File: config.mk
export PLATFORM = sky130hd
export DESIGN_NAME = prime_test_trial_division_top
export DESIGN_NICKNAME = d
export VERILOG_FILES = /design/src/rtl/ptd_pkg.sv /design/src/rtl/ptd_divider.sv /design/src/rtl/prime_test_trial_division_top.sv
export SDC_FILE = /design/constraint.sdc
export NUM_CORES = 1
export LEC_CHECK = 0
export ABC_AREA = 0
export BUFFER_PORTS_ARGS = -buffer_cell sky130_fd_sc_hd__buf_2
export CORE_MARGIN = 10
export CORE_UTILIZATION = 45
export CTS_BUF_LIST = sky130_fd_sc_hd__clkbuf_8
export CTS_CLUSTER_DIAMETER = 60
export DETAILED_ROUTE_END_ITERATION = 7
export HOLD_SLACK_MARGIN = 0.05
export PLACE_DENSITY_LB_ADDON = 0.05
export SLEW_MARGIN = 30
export SYNTH_ARGS = -nofsm -noshare
export SYNTH_HDL_FRONTEND = slang
export SYNTH_HIERARCHICAL = 1
export SYNTH_SLANG_ARGS = --single-unit
File: constraint.sdc
create_clock -name clock -period 12.2 [get_ports clock]
set_input_delay 1.83 -clock clock [delete_from_list [all_inputs] [get_ports clock]]
set_output_delay 1.83 -clock clock [all_outputs]
set_load 0.02 [all_outputs]
File: src/rtl/ptd_pkg.sv
// Shared constants for the trial-division primality tester.
// No dependencies; imported by ptd_divider and prime_test_trial_division_top.
package ptd_pkg;

   localparam int DATA_WIDTH_DEF = 32;
   localparam int FIRST_DIVISOR  = 5;
   localparam int WHEEL_STEP     = 6;
   localparam int PAIR_OFFSET    = 2;
   localparam int SMALL_PRIME_A  = 2;
   localparam int SMALL_PRIME_B  = 3;

endpackage

File: src/rtl/ptd_divider.sv
// Bit-serial restoring divider that returns the remainder only.
// One quotient bit per cycle. Uses ptd_pkg.
module ptd_divider #(
   parameter int DATA_WIDTH = ptd_pkg::DATA_WIDTH_DEF
) (
   input  logic                  clock,
   input  logic                  reset,
   input  logic                  start,
   input  logic [DATA_WIDTH-1:0] dividend,
   input  logic [DATA_WIDTH-1:0] divisor,
   output logic                  done,
   output logic [DATA_WIDTH-1:0] remainder
);
   import ptd_pkg::*;

   localparam int CNT_W = (DATA_WIDTH > 1) ? $clog2(DATA_WIDTH) : 1;

   logic                  busy_ff, busy_in;
   logic                  done_ff, done_in;
   logic [CNT_W-1:0]      cnt_ff, cnt_in;
   logic [DATA_WIDTH-1:0] rem_ff, rem_in;
   logic [DATA_WIDTH-1:0] dvd_ff, dvd_in;
   logic [DATA_WIDTH-1:0] dsr_ff, dsr_in;
   logic [DATA_WIDTH:0]   trial;

   assign trial = {rem_ff, dvd_ff[DATA_WIDTH-1]};

   always_comb begin
      busy_in = busy_ff;
      done_in = 1'b0;
      cnt_in  = cnt_ff;
      rem_in  = rem_ff;
      dvd_in  = dvd_ff;
      dsr_in  = dsr_ff;
      if (start) begin
         busy_in = 1'b1;
         cnt_in  = '0;
         rem_in  = '0;
         dvd_in  = dividend;
         dsr_in  = divisor;
      end else if (busy_ff) begin
         if (trial >= {1'b0, dsr_ff}) begin
            rem_in = DATA_WIDTH'(trial - {1'b0, dsr_ff});
         end else begin
            rem_in = trial[DATA_WIDTH-1:0];
         end
         dvd_in = {dvd_ff[DATA_WIDTH-2:0], 1'b0};
         cnt_in = CNT_W'(cnt_ff + 1'b1);
         if (cnt_ff == CNT_W'(DATA_WIDTH - 1)) begin
            busy_in = 1'b0;
            done_in = 1'b1;
         end
      end
   end

   always_ff @(posedge clock) begin
      if (reset) begin
         busy_ff <= 1'b0;
         done_ff <= 1'b0;
      end else begin
         busy_ff <= busy_in;
         done_ff <= done_in;
      end
      cnt_ff <= cnt_in;
      rem_ff <= rem_in;
      dvd_ff <= dvd_in;
      dsr_ff <= dsr_in;
   end

   assign done      = done_ff;
   assign remainder = rem_ff;

endmodule

File: src/rtl/prime_test_trial_division_top.sv
// Trial-division primality tester, 6k+/-1 wheel, one signed number per transfer.
// An item needs no division when it is at most 3, negative or zero; otherwise
// each trial divisor (2, 3, then d and d+2 for d = 5, 11, 17, ... while d*d <= n)
// runs on the shared bit-serial remainder unit, with one square check per pair.
// A 32-bit prime near 2^31 needs about 15,500 divisions. One item is in work at
// a time; the result register lets the next item enter while a result waits to
// be taken.
// Depends on ptd_pkg and ptd_divider.
module prime_test_trial_division_top #(
   parameter int DATA_WIDTH = ptd_pkg::DATA_WIDTH_DEF
) (
   input  logic                         clock,
   input  logic                         reset,
   input  logic                         req_valid,
   output logic                         req_stall,
   input  logic signed [DATA_WIDTH-1:0] req_number,
   output logic                         rsp_valid,
   input  logic                         rsp_stall,
   output logic                         rsp_prime
);
   import ptd_pkg::*;

   localparam int SQ_W = DATA_WIDTH + 2;

   typedef enum logic [3:0] {
      ST_IDLE   = 4'b0001,
      ST_DIV    = 4'b0010,
      ST_SQCHK  = 4'b0100,
      ST_FINISH = 4'b1000
   } state_type;

   typedef enum logic [3:0] {
      PH_TRY2  = 4'b0001,
      PH_TRY3  = 4'b0010,
      PH_TRYD  = 4'b0100,
      PH_TRYD2 = 4'b1000
   } phase_type;

   state_type             state_ff, state_in;
   phase_type             phase_ff, phase_in;
   logic [DATA_WIDTH-1:0] n_ff, n_in;
   logic [DATA_WIDTH-1:0] d_ff, d_in;
   logic [SQ_W-1:0]       sq_ff, sq_in;
   logic                  result_ff, result_in;
   logic                  rsp_valid_ff, rsp_valid_in;
   logic                  rsp_prime_ff, rsp_prime_in;

   logic                  div_start;
   logic [DATA_WIDTH-1:0] div_divisor;
   logic                  div_done;
   logic [DATA_WIDTH-1:0] div_rem;
   logic [DATA_WIDTH-1:0] num_u;
   logic                  req_xfer;
   logic                  rsp_free;
   logic [SQ_W-1:0]       sq_step;

   assign num_u     = DATA_WIDTH'(unsigned'(req_number));
   assign req_stall = (state_ff != ST_IDLE);
   assign req_xfer  = req_valid && !req_stall;
   assign rsp_free  = !rsp_valid_ff || !rsp_stall;
   assign sq_step   = SQ_W'(SQ_W'(2 * WHEEL_STEP) * SQ_W'(d_ff))
                    + SQ_W'(WHEEL_STEP * WHEEL_STEP);

   ptd_divider #(
      .DATA_WIDTH(DATA_WIDTH)
   ) u_divider (
      .clock     (clock),
      .reset     (reset),
      .start     (div_start),
      .dividend  (n_in),
      .divisor   (div_divisor),
      .done      (div_done),
      .remainder (div_rem)
   );

   always_comb begin
      state_in     = state_ff;
      phase_in     = phase_ff;
      n_in         = n_ff;
      d_in         = d_ff;
      sq_in        = sq_ff;
      result_in    = result_ff;
      rsp_valid_in = rsp_valid_ff;
      rsp_prime_in = rsp_prime_ff;
      div_start    = 1'b0;
      div_divisor  = DATA_WIDTH'(SMALL_PRIME_A);

      if (rsp_valid_ff && !rsp_stall) begin
         rsp_valid_in = 1'b0;
      end

      unique case (state_ff)
         ST_IDLE: begin
            if (req_xfer) begin
               n_in = num_u;
               if (num_u[DATA_WIDTH-1] || num_u <= DATA_WIDTH'(1)) begin
                  result_in = 1'b0;
                  state_in  = ST_FINISH;
               end else if (num_u <= DATA_WIDTH'(SMALL_PRIME_B)) begin
                  result_in = 1'b1;
                  state_in  = ST_FINISH;
               end else begin
                  phase_in = PH_TRY2;
                  state_in = ST_DIV;
                  div_start = 1'b1;
               end
            end
         end
         ST_DIV: begin
            if (div_done) begin
               if (div_rem == '0) begin
                  result_in = 1'b0;
                  state_in  = ST_FINISH;
               end else begin
                  unique case (phase_ff)
                     PH_TRY2: begin
                        div_start   = 1'b1;
                        div_divisor = DATA_WIDTH'(SMALL_PRIME_B);
                        phase_in    = PH_TRY3;
                     end
                     PH_TRY3: begin
                        d_in     = DATA_WIDTH'(FIRST_DIVISOR);
                        sq_in    = SQ_W'(FIRST_DIVISOR * FIRST_DIVISOR);
                        state_in = ST_SQCHK;
                     end
                     PH_TRYD: begin
                        div_start   = 1'b1;
                        div_divisor = DATA_WIDTH'(d_ff + DATA_WIDTH'(PAIR_OFFSET));
                        phase_in    = PH_TRYD2;
                     end
                     PH_TRYD2: begin
                        d_in     = DATA_WIDTH'(d_ff + DATA_WIDTH'(WHEEL_STEP));
                        sq_in    = SQ_W'(sq_ff + sq_step);
                        state_in = ST_SQCHK;
                     end
                     default: begin
                        state_in = ST_IDLE;
                     end
                  endcase
               end
            end
         end
         ST_SQCHK: begin
            if (sq_ff > SQ_W'(n_ff)) begin
               result_in = 1'b1;
               state_in  = ST_FINISH;
            end else begin
               div_start   = 1'b1;
               div_divisor = d_ff;
               phase_in    = PH_TRYD;
               state_in    = ST_DIV;
            end
         end
         ST_FINISH: begin
            if (rsp_free) begin
               rsp_valid_in = 1'b1;
               rsp_prime_in = result_ff;
               state_in     = ST_IDLE;
            end
         end
         default: begin
            state_in = ST_IDLE;
         end
      endcase
   end

   always_ff @(posedge clock) begin
      if (reset) begin
         state_ff     <= ST_IDLE;
         phase_ff     <= PH_TRY2;
         rsp_valid_ff <= 1'b0;
      end else begin
         state_ff     <= state_in;
         phase_ff     <= phase_in;
         rsp_valid_ff <= rsp_valid_in;
      end
      n_ff         <= n_in;
      d_ff         <= d_in;
      sq_ff        <= sq_in;
      result_ff    <= result_in;
      rsp_prime_ff <= rsp_prime_in;
   end

   assign rsp_valid = rsp_valid_ff;
   assign rsp_prime = rsp_prime_ff;

endmodule
== Word-level counts from Yosys, hierarchy flattened ==
Index checks and enable logic that the tools add are counted.
Widths: inputs -> output; s select.
Operators by class
  eq/ne operators: 22
  $add $sub $neg: 6
  reductions and logical operators: 19
  muxes and demuxes: 51
  magnitude comparators: 4
  multipliers: 1
  bitwise logic cells: 2
Operators by type and width (count)
  $mux 32: 8
  $pmux 32 s2: 3
  $pmux 34 s2: 1
  $mux 4: 13
  $add 34x34->34: 1
  $add 34x6->34 const B: 1
  $gt 34x32->1: 1
  $ge 33x32->1: 1
  $add 32x2->32 const B: 1
  $add 32x3->32 const B: 1
  $le 32x1->1 const B: 1
  $le 32x2->1 const B: 1
  $logic_not 32->1: 1
  $mul 2x32->32 const A: 1
  $sub 32x32->32: 1
  $mux 1: 20
  $ne 2x2->1 const B: 8
  $pmux 4 s2: 2
  $pmux 4 s4: 1
  $pmux 4 s3: 1
  $ne 3x3->1 const B: 3
  $eq 4x1->1 const B: 2
  $eq 4x2->1 const B: 2
  $eq 4x3->1 const B: 2
  18 further kinds: 28
Word-level totals
  input port bits: 36
  register bits after elaboration: 212
  word-level logic and storage cells: 119
  output and inout bits: 3

== Depth between registers and ports, before layout ==
  depth after elaboration: 7
  depth in mapped cells: 24
  mapped depth without buffers: 24

== Cells and area by module ==
The synthesis kept the hierarchy.
By module, submodules not included
  prime_test_trial_division_top: times used 1, cells each 1044, area an instance 9148.8 µm²
  ptd_divider: times used 1, cells each 583, area an instance 5969.5 µm²

== Least setup slack after synthesis ==
OpenSTA, ideal clock, no wires.
  kind: register to register
  start point: register d_ff[1]
  end point: register sq_ff[33], data pin
  clock period less this slack: 5079 ps
  path slack: 7121 ps
  setup time: 266 ps
  data required time: 11934 ps
  data arrival time: 4814 ps
  cell stages (with the launch flop): 24
  cells stage by stage: edfxtp_1 > clkbuf_1 > inv_1 > ha_1 > a21oi_1 > o21bai_1 > a211o_1 > a221oi_2 > a211oi_1 > o31ai_4 > nor3_1 > a2111oi_2 > xnor2_1 > ha_1 > ha_1 > a21oi_1 > o21ai_0 > a21o_1 > a21oi_1 > o21ai_1 > a221o_1 > a21oi_1 > xnor2_1 > nor2_1
Between the ends
  cells in the longest elaborated chain, start to end: 4
RTL lines
  start: declaration: line prime_test_trial_division_top.sv:42  | logic [DATA_WIDTH-1:0] d_ff, d_in;
  start signal: assignment: line prime_test_trial_division_top.sv:178  | d_ff <= d_in;
  $mul 2x32->32: line prime_test_trial_division_top.sv:61  | assign sq_step = SQ_W'(SQ_W'(2 * WHEEL_STEP) * SQ_W'(d_ff))
  $add 34x6->34: line prime_test_trial_division_top.sv:62  | + SQ_W'(WHEEL_STEP * WHEEL_STEP);
  $add 34x34->34: line prime_test_trial_division_top.sv:133  | sq_in = SQ_W'(sq_ff + sq_step);
  $pmux 34 s2: line prime_test_trial_division_top.sv:115  | unique case (phase_ff)
  end signal: assignment: line prime_test_trial_division_top.sv:179  | sq_ff <= sq_in;
  end: declaration: line prime_test_trial_division_top.sv:43  | logic [SQ_W-1:0] sq_ff, sq_in;
Every way passes these cells.
A chain may end at the register's enable or synchronous reset.

== Worst setup path in the final report ==
Same ends and word-level chain as after synthesis.

==> results.py <==
metrics = {
    "drt": {
        "vias": 12200,
        "drt_iter0_markers": 648,
        "dr.pass1.iters": 5,
        "wl_per_cell_microns": 17.7,
        "drc": 0,
        "vias_per_cell": 5.69,
        "drtAntennaViolNets": 0,
        "drt-total-wl_mm": 37.8,
    },
    "timing": {
        "slew_violations": 0,
        "min_period_ns": 5.64,
        "min_period_over_period_pct": 46.2,
        "fin_skew_ns": 0.0408,
        "max-slew-margin-rel_pct": 38.4,
        "max_freq_mhz": 177,
        "finalSetupViolCount": 0,
        "fin_tns_setup_ns": 0,
        "worst_pin_slew_ns": 0.924,
        "final_hold_viol_count": 0,
        "grt_setup_unrepaired": "no",
    },
    "placement": {
        "place_congestion": 0.863,
        "portBuffers": 38,
        "dpl.hpwl_mm": 27.8,
    },
    "yosys": {
        "synth_flop_cell": "edfxtp_1",
        "avgSynthCellArea_sq_um": 9.29,
        "ys_seq_elements": 208,
        "synth-async-reset-ratio_pct": 0,
        "synthCells": 1627,
        "syn_nets": 1820,
        "ys_seq_area_share_pct": 36.0,
        "synth_edf_count": 128,
        "yosys_warnings": 6,
        "ys_types": 87,
        "syn_area_sq_um": 15100,
    },
    "global_route": {
        "grt_start_max_net_pins": 63,
        "grt_pass1_wl_mm": 61.4,
        "grt_pass1_vias": 11700,
        "grt-ovfl-total": 0,
        "antenna_found_initial": 0,
        "grt_util_all_layers_pct": 18.1,
    },
    "cts": {
        "cts_tree": "done",
        "path_clk_slew_ns": 0.06,
        "cts_resized": 0,
        "clkLatencyLatePin_ns": 0.59,
        "post-cts-setup-buffers": 0,
        "cts_max_path_buffers": 3,
        "cts_buffers": 42,
        "cts-root-buf": "clkbuf_8",
        "htree_levels": 2,
        "hold_buffers": 0,
        "clkSinkCount": 208,
    },
    "critical_path": {
        "cp_top_family": "compound AO/OA/AOI/OAI gates",
        "rr_startpoint": "d_ff[1]",
        "reg2reg_depth": 22,
        "crit_chain": "ha_1, nor2_1, o21bai_1, a21o_2, a31oi_1, o21ai_0, a21o_1, a21o_1, a21o_1, a21oi_1, xnor2_1, ha_1, ha_1, nand4_1, a2111o_1, a21oi_1, a41oi_2, o21ai_1, a221o_1, a21oi_1, xnor2_1, nor2_1",
        "slowest_stage": "edfxtp_1",
        "slowest_delay_ns": 0.56,
        "critPathKind": "reg -> reg",
        "endpoint_kind": "register",
        "cp_max_fo": 13,
        "r2r-end": "sq_ff[33]",
        "crit_buf_inv": 0,
        "reg2reg_slack_ns": 6.56,
        "critical_path_required_ns": 12.52,
        "crit_path_start_kind": "register",
        "arrival_ns": 5.96,
    },
    "job": {
        "drv_cap": 0,
    },
    "floorplanning": {
        "num_rows": 67,
        "floorplan.io_pins": 39,
        "core_area_sq_um": 33400,
        "dieArea_sq_um": 41300,
        "dieWidth_microns": 203,
        "die_height_microns": 203,
        "start_util_pct": 45.3,
    },
    "cells_and_area": {
        "fin_util_pct": 49.5,
        "area_delta_synth_final_pct": 9.30,
        "antenna_cells": 0,
        "drive_gt1_share_pct": 13.4,
        "final_net_count": 1851,
    },
    "power": {
        "p_int_uw": 1850,
        "peakVddDrop_v": 0.0000982,
        "power_switching_share_pct": 37.9,
        "p_switching_uw": 1130,
        "clockPowerShare_pct": 23.7,
        "p_leak_uw": 0.00660,
        "combPwrFrac_pct": 40.8,
        "power_density_nw_per_um2": 181,
        "fin_total_pwr_uw": 2980,
        "seq_power_share_pct": 35.6,
    },
    "min_path": {
        "hold_end": "rsp_prime",
        "hold_depth": 0,
        "min_from": "result_ff",
        "hold_path.class": "reg -> reg",
    },
    "outcome": {
        "status": "completed",
    },
}
## worst register-to-register path: stages, from the launching register on
cell,delay [ns]
edfxtp_1,0.56
ha_1,0.35
nor2_1,0.12
o21bai_1,0.07
a21o_2,0.23
a31oi_1,0.35
o21ai_0,0.21
a21o_1,0.21
a21o_1,0.21
a21o_1,0.19
a21oi_1,0.16
xnor2_1,0.14
ha_1,0.25
ha_1,0.37
nand4_1,0.15
a2111o_1,0.43
a21oi_1,0.39
a41oi_2,0.24
o21ai_1,0.32
a221o_1,0.20
a21oi_1,0.07
xnor2_1,0.15
nor2_1,0.05
## metal layers
layer  GRT usage [%]  part of all wire (%)
met1            24.7                    48
met5               0                     0
met2            28.9                    46
met3            2.62                   4.0
met4            5.73                   1.9
## layout make-up
class | instances | area (sq um)
clock inverter | 28 | 156
inverter | 94 | 353
multi-input combinational | 1261 | 9050
timing repair buffer | 51 | 288
tap | 448 | 561
fill | 3282 | 16800
clock buffer | 49 | 674
sequential | 208 | 5450
## synthesized netlist by cell type, types with 6 or more instances
cell type | number | area [sq um]
and3_1 | 18 | 113
a21oi_1 | 119 | 596
a31oi_1 | 17 | 106
buf_2 | 7 | 35.0
o31ai_1 | 15 | 113
xnor2_1 | 64 | 561
nor3_1 | 19 | 95.1
a311oi_2 | 14 | 210
nor2_1 | 154 | 578
nor2b_1 | 17 | 106
inv_1 | 94 | 353
ha_1 | 154 | 1930
nor4_1 | 19 | 119
xor2_1 | 47 | 412
a21o_1 | 46 | 345
a311oi_1 | 8 | 70.1
o41ai_1 | 7 | 61.3
o21ai_0 | 94 | 470
nand3_1 | 46 | 230
o21bai_1 | 10 | 75.1
nand4_1 | 27 | 169
dfxtp_1 | 80 | 1600
nand2b_1 | 17 | 106
mux2_2 | 64 | 721
or3_1 | 13 | 81.3
clkbuf_1 | 43 | 161
and2_1 | 9 | 56.3
nand2_1 | 134 | 503
o211ai_1 | 11 | 82.6
edfxtp_1 | 128 | 3840
buf_1 | 6 | 22.5
## cell families (layout without fill, tap and decap cells)
family / count (synthesis) / in the layout / share of synthesized area [%]
DFF: 208 / 208 / 36.0
buffers and inverters: 158 / 222 / 4.32
muxes: 69 / 69 / 5.10
adders and majority gates: 157 / 157 / 13.1
xor gates and xnor gates: 111 / 111 / 6.43
and+or+nand+nor: 500 / 500 / 15.7
AOI/OAI and AO/OA: 424 / 424 / 19.3
## how the worst max path moves through the flow
| stage | from | end | slack (ns) | cells after the start |
|---|---|---|---|---|
| 2_1_floorplan | d_ff[1] | sq_ff[33] | 7.12 | 23 |
| 3_3_place_gp | state_ff[3] | u_divider/dvd_ff[4] | 6.41 | 9 |
| 3_5_place_dp | d_ff[1] | sq_ff[32] | 6.60 | 20 |
| 4_1_cts | d_ff[1] | sq_ff[32] | 6.61 | 20 |
| 5_1_grt | d_ff[1] | sq_ff[33] | 6.10 | 22 |
| 6_report | d_ff[1] | sq_ff[33] | 6.56 | 22 |
## state kept, by name, indices dropped and copies added, names as in the netlist
| name | cells |
|---|---|
| n_ff | 32 |
| u_divider/dsr_ff | 32 |
| u_divider/dvd_ff | 32 |
| u_divider/remainder | 32 |
| d_ff | 31 |
| sq_ff | 31 |
| u_divider/cnt_ff | 5 |
| phase_ff | 4 |
| state_ff | 4 |
| result_ff | 1 |
| rsp_prime | 1 |
| rsp_valid | 1 |
| u_divider/busy_ff | 1 |
| u_divider/done | 1 |
## power by group through the flow
stage          Sequential [uW]  Clock, uW  Combinational (uW)
3_5_place_dp              1070          0                1210
3_3_place_gp              1080          0                1190
2_1_floorplan             1030          0                 974
6_report                  1060        706                1220
5_1_grt                   1080        762                1360
4_1_cts                   1060        732                1210
## per-stage QoR
stage / instance area, sq um / hold slack, ns / setup slack [ns] / cells
after floorplan: 15100 / 0.400 / 7.12 / 1627
after global placement: 15700 / 0.472 / 6.41 / 2062
after detailed placement: 15700 / 0.464 / 6.60 / 2062
after CTS: 16500 / 0.477 / 6.61 / 2139
after global routing: 16500 / 0.487 / 6.10 / 2139
final: 16500 / 0.465 / 6.56 / 2139
## placed cells by master (no fill, tap or decap), types with 49 or more instances in the layout
cell type	instances
a21oi_1	119
clkbuf_8	49
dfxtp_1	79
edfxtp_1	128
ha_1	154
inv_1	107
mux2_2	64
nand2_1	133
nor2_1	153
o21ai_0	94
xnor2_1	64
Note: power is estimated with default switching activity, not from simulation.
